[src/bst_pkg.sv]
// Shared types and codes for the breakpoint slot table.
`timescale 1ns / 1ps

package bst_pkg;

  typedef logic [2:0] action_t;
  typedef logic [1:0] status_t;

  localparam action_t ACT_FIND   = 3'd0;
  localparam action_t ACT_ALLOC  = 3'd1;
  localparam action_t ACT_STORE  = 3'd2;
  localparam action_t ACT_CLEAR  = 3'd3;
  localparam action_t ACT_SETEN  = 3'd4;
  localparam action_t ACT_READ   = 3'd5;

  localparam status_t STAT_OK    = 2'd0;
  localparam status_t STAT_MISS  = 2'd1;
  localparam status_t STAT_RANGE = 2'd2;

  localparam int SLOT_W = 6;
  localparam int ADDR_W = 16;
  localparam int PORT_IN_W = 8;
  localparam int PORT_W = 3;

  // port value of an empty slot
  localparam logic [PORT_W-1:0] PORT_EMPTY = 3'd7;

  typedef struct packed {
    logic [ADDR_W-1:0] addr;
    logic [PORT_W-1:0] port;
  } slot_entry_t;

endpackage

[src/breakpoint_slot_table.sv]
// Breakpoint slot table: slot marks, address/port memory, scan sequencer.
`timescale 1ns / 1ps

// Channel   Direction  Ports
// in        input      in_valid, in_ready, in_action, in_slot, in_address, in_cpu_port,
//                      in_enable_value
// out       output     out_valid, out_ready, out_status, out_result_slot, out_slot_used,
//                      out_slot_enabled, out_slot_address, out_slot_cpu_port
//
// Sequencing: find/allocate walk every slot through one shared address comparator fed by the
//   slot memory's registered read port, stopping early on a hit. Indexed actions pass
//   through a read state first; a bad index or unknown action goes straight to the result.
// Reset: used and enabled marks clear at once; memory needs no clearing pass since an
//   unused slot always reads as address 0, port 7.
// Stalls: one word in flight; the finished result sits in the output register while the
//   next word is accepted, and the sequencer waits in its last state if that is still full.

module breakpoint_slot_table #(
  parameter int SLOT_COUNT = 16
) (
  input  logic                           clk,
  input  logic                           rst_n,
  input  logic                           in_valid,
  output logic                           in_ready,
  input  logic [2:0]                     in_action,
  input  logic [bst_pkg::SLOT_W-1:0]     in_slot,
  input  logic [bst_pkg::ADDR_W-1:0]     in_address,
  input  logic [bst_pkg::PORT_IN_W-1:0]  in_cpu_port,
  input  logic                           in_enable_value,
  output logic                           out_valid,
  input  logic                           out_ready,
  output logic [1:0]                     out_status,
  output logic [bst_pkg::SLOT_W-1:0]     out_result_slot,
  output logic                           out_slot_used,
  output logic                           out_slot_enabled,
  output logic [bst_pkg::ADDR_W-1:0]     out_slot_address,
  output logic [bst_pkg::PORT_W-1:0]     out_slot_cpu_port
);
  import bst_pkg::*;

  localparam int IDX_W = (SLOT_COUNT > 1) ? $clog2(SLOT_COUNT) : 1;
  localparam logic [IDX_W-1:0] LAST_IDX = IDX_W'(SLOT_COUNT - 1);
  localparam logic [SLOT_W:0]  SLOT_LIM = (SLOT_W+1)'(SLOT_COUNT);

  typedef enum logic [3:0] {
    ST_IDLE  = 4'b0001,
    ST_SCAN  = 4'b0010,
    ST_IDXRD = 4'b0100,
    ST_DONE  = 4'b1000
  } state_t;

  state_t state_r, state_nxt;

  // captured word
  action_t             act_r;
  logic [SLOT_W-1:0]   slot_r;
  logic [ADDR_W-1:0]   addr_r;
  logic [PORT_W-1:0]   port_r;
  logic                en_r;

  // marks live in flops so reset clears them at once
  logic [SLOT_COUNT-1:0] used_r, used_nxt;
  logic [SLOT_COUNT-1:0] enabled_r, enabled_nxt;

  // address/port memory, one write and one registered read per cycle
  slot_entry_t         mem [SLOT_COUNT];
  slot_entry_t         rd_q;
  logic [IDX_W-1:0]    rd_idx;
  logic                mem_we;
  logic [IDX_W-1:0]    mem_wr_idx;
  slot_entry_t         mem_wr_data;

  // scan sequencer
  logic [IDX_W-1:0]    scan_idx_r, scan_idx_nxt;
  logic                issue_done_r, issue_done_nxt;
  logic                cmp_vld_r, cmp_vld_nxt;
  logic [IDX_W-1:0]    cmp_idx_r, cmp_idx_nxt;
  logic                hit_r, hit_nxt;
  logic [IDX_W-1:0]    hit_idx_r, hit_idx_nxt;
  logic [PORT_W-1:0]   hit_port_r, hit_port_nxt;
  logic                free_r, free_nxt;
  logic [IDX_W-1:0]    free_idx_r, free_idx_nxt;

  // output register
  logic                out_valid_r, out_valid_nxt;
  status_t             status_r, status_nxt;
  logic [SLOT_W-1:0]   rslot_r, rslot_nxt;
  logic                oused_r, oused_nxt;
  logic                oen_r, oen_nxt;
  logic [ADDR_W-1:0]   oaddr_r, oaddr_nxt;
  logic [PORT_W-1:0]   oport_r, oport_nxt;

  logic                cmp_match;
  logic                cmp_last;
  logic [IDX_W-1:0]    slot_idx;
  logic                slot_used;

  assign in_ready  = (state_r == ST_IDLE);
  assign slot_idx  = slot_r[IDX_W-1:0];
  assign slot_used = used_r[slot_idx];
  assign rd_idx    = (state_r == ST_SCAN) ? scan_idx_r : slot_idx;

  // shared comparator on the slot read out last cycle
  assign cmp_match = cmp_vld_r && used_r[cmp_idx_r] && (rd_q.addr == addr_r);
  assign cmp_last  = cmp_vld_r && (cmp_idx_r == LAST_IDX);

  always_comb begin
    state_nxt      = state_r;
    scan_idx_nxt   = scan_idx_r;
    issue_done_nxt = issue_done_r;
    cmp_vld_nxt    = 1'b0;
    cmp_idx_nxt    = scan_idx_r;
    hit_nxt        = hit_r;
    hit_idx_nxt    = hit_idx_r;
    hit_port_nxt   = hit_port_r;
    free_nxt       = free_r;
    free_idx_nxt   = free_idx_r;
    used_nxt       = used_r;
    enabled_nxt    = enabled_r;
    out_valid_nxt  = out_valid_r && !out_ready;
    status_nxt     = status_r;
    rslot_nxt      = rslot_r;
    oused_nxt      = oused_r;
    oen_nxt        = oen_r;
    oaddr_nxt      = oaddr_r;
    oport_nxt      = oport_r;
    mem_we         = 1'b0;
    mem_wr_idx     = slot_idx;
    mem_wr_data    = '{addr: addr_r, port: port_r};

    case (state_r)
      ST_IDLE: begin
        if (in_valid) begin
          if (in_action == ACT_FIND || in_action == ACT_ALLOC) begin
            scan_idx_nxt   = '0;
            issue_done_nxt = 1'b0;
            hit_nxt        = 1'b0;
            free_nxt       = 1'b0;
            state_nxt      = ST_SCAN;
          end else if (in_action > ACT_READ || {1'b0, in_slot} >= SLOT_LIM) begin
            state_nxt = ST_DONE;
          end else begin
            state_nxt = ST_IDXRD;
          end
        end
      end

      ST_SCAN: begin
        if (cmp_match) begin
          hit_nxt      = 1'b1;
          hit_idx_nxt  = cmp_idx_r;
          hit_port_nxt = rd_q.port;
          state_nxt    = ST_DONE;
        end else begin
          // lowest unused slot is the allocation target
          if (cmp_vld_r && !used_r[cmp_idx_r] && !free_r) begin
            free_nxt     = 1'b1;
            free_idx_nxt = cmp_idx_r;
          end
          if (cmp_last) begin
            state_nxt = ST_DONE;
          end else begin
            cmp_vld_nxt = !issue_done_r;
            cmp_idx_nxt = scan_idx_r;
            if (!issue_done_r) begin
              if (scan_idx_r == LAST_IDX) begin
                issue_done_nxt = 1'b1;
              end else begin
                scan_idx_nxt = scan_idx_r + 1'b1;
              end
            end
          end
        end
      end

      ST_IDXRD: begin
        state_nxt = ST_DONE;
      end

      ST_DONE: begin
        if (!out_valid_r || out_ready) begin
          out_valid_nxt = 1'b1;
          state_nxt     = ST_IDLE;
          status_nxt    = STAT_OK;
          rslot_nxt     = slot_r;
          oused_nxt     = 1'b0;
          oen_nxt       = 1'b0;
          oaddr_nxt     = '0;
          oport_nxt     = '0;
          if (act_r == ACT_FIND || act_r == ACT_ALLOC) begin
            if (hit_r) begin
              rslot_nxt = SLOT_W'(hit_idx_r);
              oused_nxt = 1'b1;
              oen_nxt   = enabled_r[hit_idx_r];
              oaddr_nxt = addr_r;
              oport_nxt = hit_port_r;
            end else if (act_r == ACT_ALLOC && free_r) begin
              mem_we                  = 1'b1;
              mem_wr_idx              = free_idx_r;
              used_nxt[free_idx_r]    = 1'b1;
              enabled_nxt[free_idx_r] = 1'b1;
              rslot_nxt = SLOT_W'(free_idx_r);
              oused_nxt = 1'b1;
              oen_nxt   = 1'b1;
              oaddr_nxt = addr_r;
              oport_nxt = port_r;
            end else begin
              status_nxt = STAT_MISS;
              rslot_nxt  = '0;
            end
          end else if (act_r > ACT_READ) begin
            status_nxt = STAT_MISS;
            rslot_nxt  = '0;
          end else if ({1'b0, slot_r} >= SLOT_LIM) begin
            status_nxt = STAT_RANGE;
          end else begin
            case (act_r)
              ACT_STORE: begin
                mem_we                = 1'b1;
                used_nxt[slot_idx]    = 1'b1;
                enabled_nxt[slot_idx] = 1'b1;
                oused_nxt = 1'b1;
                oen_nxt   = 1'b1;
                oaddr_nxt = addr_r;
                oport_nxt = port_r;
              end
              ACT_CLEAR: begin
                // unused slot reads as empty, memory left as is
                used_nxt[slot_idx]    = 1'b0;
                enabled_nxt[slot_idx] = 1'b0;
                oport_nxt = PORT_EMPTY;
              end
              default: begin
                // set enable and read
                oused_nxt = slot_used;
                if (slot_used) begin
                  oaddr_nxt = rd_q.addr;
                  oport_nxt = rd_q.port;
                  if (act_r == ACT_SETEN) begin
                    enabled_nxt[slot_idx] = en_r;
                    oen_nxt = en_r;
                  end else begin
                    oen_nxt = enabled_r[slot_idx];
                  end
                end else begin
                  oport_nxt = PORT_EMPTY;
                end
              end
            endcase
          end
        end
      end

      default: begin
        state_nxt = ST_IDLE;
      end
    endcase
  end

  always_ff @(posedge clk) begin
    if (!rst_n) begin
      state_r     <= ST_IDLE;
      used_r      <= '0;
      enabled_r   <= '0;
      out_valid_r <= 1'b0;
      cmp_vld_r   <= 1'b0;
    end else begin
      state_r     <= state_nxt;
      used_r      <= used_nxt;
      enabled_r   <= enabled_nxt;
      out_valid_r <= out_valid_nxt;
      cmp_vld_r   <= cmp_vld_nxt;
    end
  end

  always_ff @(posedge clk) begin
    if (in_valid && in_ready) begin
      act_r  <= in_action;
      slot_r <= in_slot;
      addr_r <= in_address;
      port_r <= in_cpu_port[PORT_W-1:0];
      en_r   <= in_enable_value;
    end
    scan_idx_r   <= scan_idx_nxt;
    issue_done_r <= issue_done_nxt;
    cmp_idx_r    <= cmp_idx_nxt;
    hit_r        <= hit_nxt;
    hit_idx_r    <= hit_idx_nxt;
    hit_port_r   <= hit_port_nxt;
    free_r       <= free_nxt;
    free_idx_r   <= free_idx_nxt;
    status_r     <= status_nxt;
    rslot_r      <= rslot_nxt;
    oused_r      <= oused_nxt;
    oen_r        <= oen_nxt;
    oaddr_r      <= oaddr_nxt;
    oport_r      <= oport_nxt;
  end

  // slot memory
  always_ff @(posedge clk) begin
    if (mem_we) begin
      mem[mem_wr_idx] <= mem_wr_data;
    end
    rd_q <= mem[rd_idx];
  end

  assign out_valid         = out_valid_r;
  assign out_status        = status_r;
  assign out_result_slot   = rslot_r;
  assign out_slot_used     = oused_r;
  assign out_slot_enabled  = oen_r;
  assign out_slot_address  = oaddr_r;
  assign out_slot_cpu_port = oport_r;

endmodule

[config.mk]
export PLATFORM = sky130hd
export DESIGN_NAME = breakpoint_slot_table
export DESIGN_NICKNAME = d
export VERILOG_FILES = /design/src/bst_pkg.sv /design/src/breakpoint_slot_table.sv
export SDC_FILE = /design/constraint.sdc
export NUM_CORES = 1
export LEC_CHECK = 0
export BUFFER_PORTS_ARGS = -buffer_cell sky130_fd_sc_hd__buf_2
export CORE_MARGIN = 3
export CORE_UTILIZATION = 56
export DETAILED_ROUTE_END_ITERATION = 12
export GPL_ROUTABILITY_DRIVEN = 0
export GPL_TIMING_DRIVEN = 0
export PLACE_DENSITY = 0.73
export SETUP_SLACK_MARGIN = 0.4
export SYNTH_ARGS = -nofsm -noshare
export SYNTH_HDL_FRONTEND = slang
export SYNTH_SLANG_ARGS = --single-unit
export TNS_END_PERCENT = 5
[constraint.sdc]
create_clock -name clk -period 3.65 [get_ports clk]
set_input_delay 0.1825 -clock clk [delete_from_list [all_inputs] [get_ports clk]]
set_output_delay 0.1825 -clock clk [all_outputs]
set_load 0.01 [all_outputs]
==> impl_metrics.tcl <==
set metrics [dict create \
    drive_gt1_share_pct 19.4 \
    mostFrequentLayoutCell "edfxtp_1" \
    core_area_sq_um 32000 \
    finalHoldViolCount 0 \
    htreeDepth 2 \
    cp-end-kind "flip-flop" \
    drc 0 \
    period_share_pct 97.8 \
    holdWs_ns 0.0547 \
    die_y_um 187 \
    cts_tree "yes" \
    first_iter_violations 1595 \
    p_seq_share_pct 49.8 \
    multi_input_area_sq_um 5530 \
    crit_type "flip-flop to flip-flop" \
    p_int_mw 8.91 \
    first_global_vias 11900 \
    numCtsBuffers 45 \
    sw_frac_of_total_pct 23.9 \
    drt_first_pass_iters 6 \
    timing.setup.tns_ns 0 \
    hold_class "input pin to flip-flop" \
    seq_area_sq_um 12600 \
    drtAntennaViolNets 0 \
    power.total_mw 11.7 \
    viasPerCell 6.29 \
    synthFlopType "edfxtp_1" \
    placed_cell_area_sq_um 19600 \
    rrSetupSlack_ns 0.08 \
    crit_path_max_fanout 12 \
    cap_violations 0 \
    grt_max_degree 34 \
    fin_area_sq_um 21700 \
    areaGrowthSynthToFinish_pct 17.8 \
    hpwl_um 31400 \
    crit_end "mem[7][18]$_DFFE_PP_" \
    p_switching_mw 2.80 \
    ys_seq_area_share_pct 68.5 \
    syn-num-nets 1335 \
    synth_cell_types 66 \
    fin_skew_ns 0.0242 \
    final.min_clock_period_ns 3.57 \
    die_x_um 187 \
    arrival_ns 3.88 \
    rr_startpoint "act_r[2]$_DFFE_PP_" \
    max_freq_mhz 280 \
    synth-seq-cells 441 \
    diodes 0 \
    antenna_found_initial 0 \
    grt_overflow 0 \
    rsz0062_at_grt "yes" \
    synth_edf_count 380 \
    path_clk_slew_ns 0.06 \
    nets 1499 \
    power_density_nw_per_um2 540 \
    crit_start "act_r[2]$_DFFE_PP_" \
    cp-start-kind "flip-flop" \
    wl_um 46400 \
    synth_top_area_share_pct 61.9 \
    p_leak_nw 7.38 \
    reg2reg_to "mem[7][18]$_DFFE_PP_" \
    ios 69 \
    clk_latency_ns 0.56 \
    slew_violations 0 \
    avgSynthCellArea_sq_um 14.2 \
    ys.warnings.count 0 \
    async_flop_share_pct 0 \
    combPwrFrac_pct 9.3 \
    status "complete, no violations" \
    tightest_slew_ns 1.30 \
    synthTopCellsByArea "edfxtp_1, dfxtp_1, mux4_2, nand2_1, mux2i_1" \
    numPortBuffers 62 \
    fill_cells 2128 \
    die_area_sq_um 35100 \
    grt_pass1_wl_um 70600 \
    clock_sinks 441 \
    syn_area_sq_um 18400 \
    cts-root-buf "clkbuf_16" \
    grt_usage_pct 26.3 \
    setup_violations 0 \
    clock_power_share_pct 40.9 \
    post-route-util_pct 67.9 \
    cts_max_path_buffers 3 \
    layout_common_cells "edfxtp_1, nand2_1, buf_2" \
    synth_cells 1296 \
    dr_total_vias 12100 \
    peakVddDrop_v 0.000456 \
    start_util_pct 57.7 \
    post_drt_wl_per_cell_um 24.0 \
    synth_top_area_cell "edfxtp_1" \
    placementRows 65 \
    relSlewSlack_pct 12.2 \
    cp.required_ns 3.96 \
    reg2regPathDepth 8 \
]
cell usage after synthesis, types with 8 or more instances:
cell	instances
nor2b_1	12
o21ai_1	16
a21o_1	9
mux4_2	49
buf_4	8
clkbuf_1	38
and2_1	12
o21ai_0	46
xnor2_1	18
a22oi_1	13
nand2b_1	9
dfxtp_1	61
nand3_1	68
nand4_1	27
a31oi_1	9
nand2_1	175
edfxtp_1	380
a32oi_1	19
mux2i_1	55
a22o_1	19
a21oi_1	47
buf_2	18
o22ai_1	9
nor3_1	8
nor2_1	67
layer usage:
| layer | part of all wire [%] | global-route usage (%) |
|---|---|---|
| met1 | 41 | 38.9 |
| met2 | 45 | 39.7 |
| met3 | 11 | 5.87 |
| met4 | 3.1 | 7.65 |
| met5 | 0 | 0 |
power groups by stage:
stage / Sequential, mW / Clock, mW / Combinational [mW]
floorplan: 5.86 / 0 / 0.696
global placement: 5.92 / 0 / 1.00
detailed placement: 5.94 / 0 / 1.02
CTS: 5.83 / 4.82 / 1.05
global route: 5.85 / 5.02 / 1.17
finish: 5.84 / 4.79 / 1.09
state kept, by name, summed over array words and instances, names as in the netlist, 2 cells and up, named ones only:
register	count
addr_r	16
state_r	4
mem	304
enabled_r	16
act_r	3
slot_r	6
cmp_idx_r	4
scan_idx_r	4
out_slot_address	16
out_result_slot	6
hit_port_r	3
port_r	3
rd_q	19
free_idx_r	4
out_status	2
hit_idx_r	4
out_slot_cpu_port	3
worst max-delay path: stages (launching register included):
cell and delay [ns]:
edfxtp_1 0.35, clkbuf_1 0.33, or2_2 0.46, or3_1 0.37, nor2_2 0.32, nor2_1 0.08, a31oi_1 0.91, nor2_4 0.23
buf_8 0.24
logic make-up (layout without fill, tap and decap cells):
logic type,count (synthesis),in the layout,share of synthesized area [%]
flops,441,441,68.5
mux,114,114,9.72
fa+ha+maj,1,1,0.0679
simple gates,414,414,10.4
compound gates,220,220,7.83
buf+inv,85,285,2.40
xor+xnor,21,21,0.998
area by class of cell:
| class | count | area share, % |
|---|---|---|
| Sequential cell | 441 | 58.2 |
| Multi-Input combinational cell | 770 | 25.4 |
| Clock buffer | 62 | 5.95 |
| Timing Repair Buffer | 117 | 4.56 |
| Tap cell | 435 | 2.51 |
| Buffer | 77 | 1.88 |
| Clock inverter | 21 | 1.30 |
| Inverter | 8 | 0.179 |
timing repair:
action / in CTS / in global routing
hold buffers: 29 / 0
pin swaps: 1 / 6
hold endpoints to repair: 30 / 0
setup endpoints to repair: 223 / 328
buffers inserted: 0 / 10
gates resized for setup: 3 / 25
worst min path at each step:
| stage | from | to | slack [ns] | depth (start not counted) |
|---|---|---|---|---|
| 2_1_floorplan | in_action[0] | act_r[0]$_DFFE_PP_ | 0.28 | 0 |
| 4_1_cts | in_valid | state_r[0]$_SDFFE_PN1P_ | 0.03 | 3 |
| 6_report | in_valid | state_r[0]$_SDFFE_PN1P_ | 0.05 | 3 |
| 5_1_grt | in_valid | state_r[0]$_SDFFE_PN1P_ | 0.08 | 3 |
| 3_5_place_dp | in_address[7] | addr_r[7]$_DFFE_PP_ | 0.36 | 1 |
| 3_3_place_gp | in_address[12] | addr_r[12]$_DFFE_PP_ | 0.36 | 1 |
metrics by stage:
stage	std cells	setup slack [ns]
after floorplan	1296	0.256
after global placement	1793	-1.09
after detailed placement	1809	-0.347
after CTS	1921	0.291
after global routing	1931	0.0531
final	1931	0.0786
No activity file was read; power rests on OpenSTA's default activity.
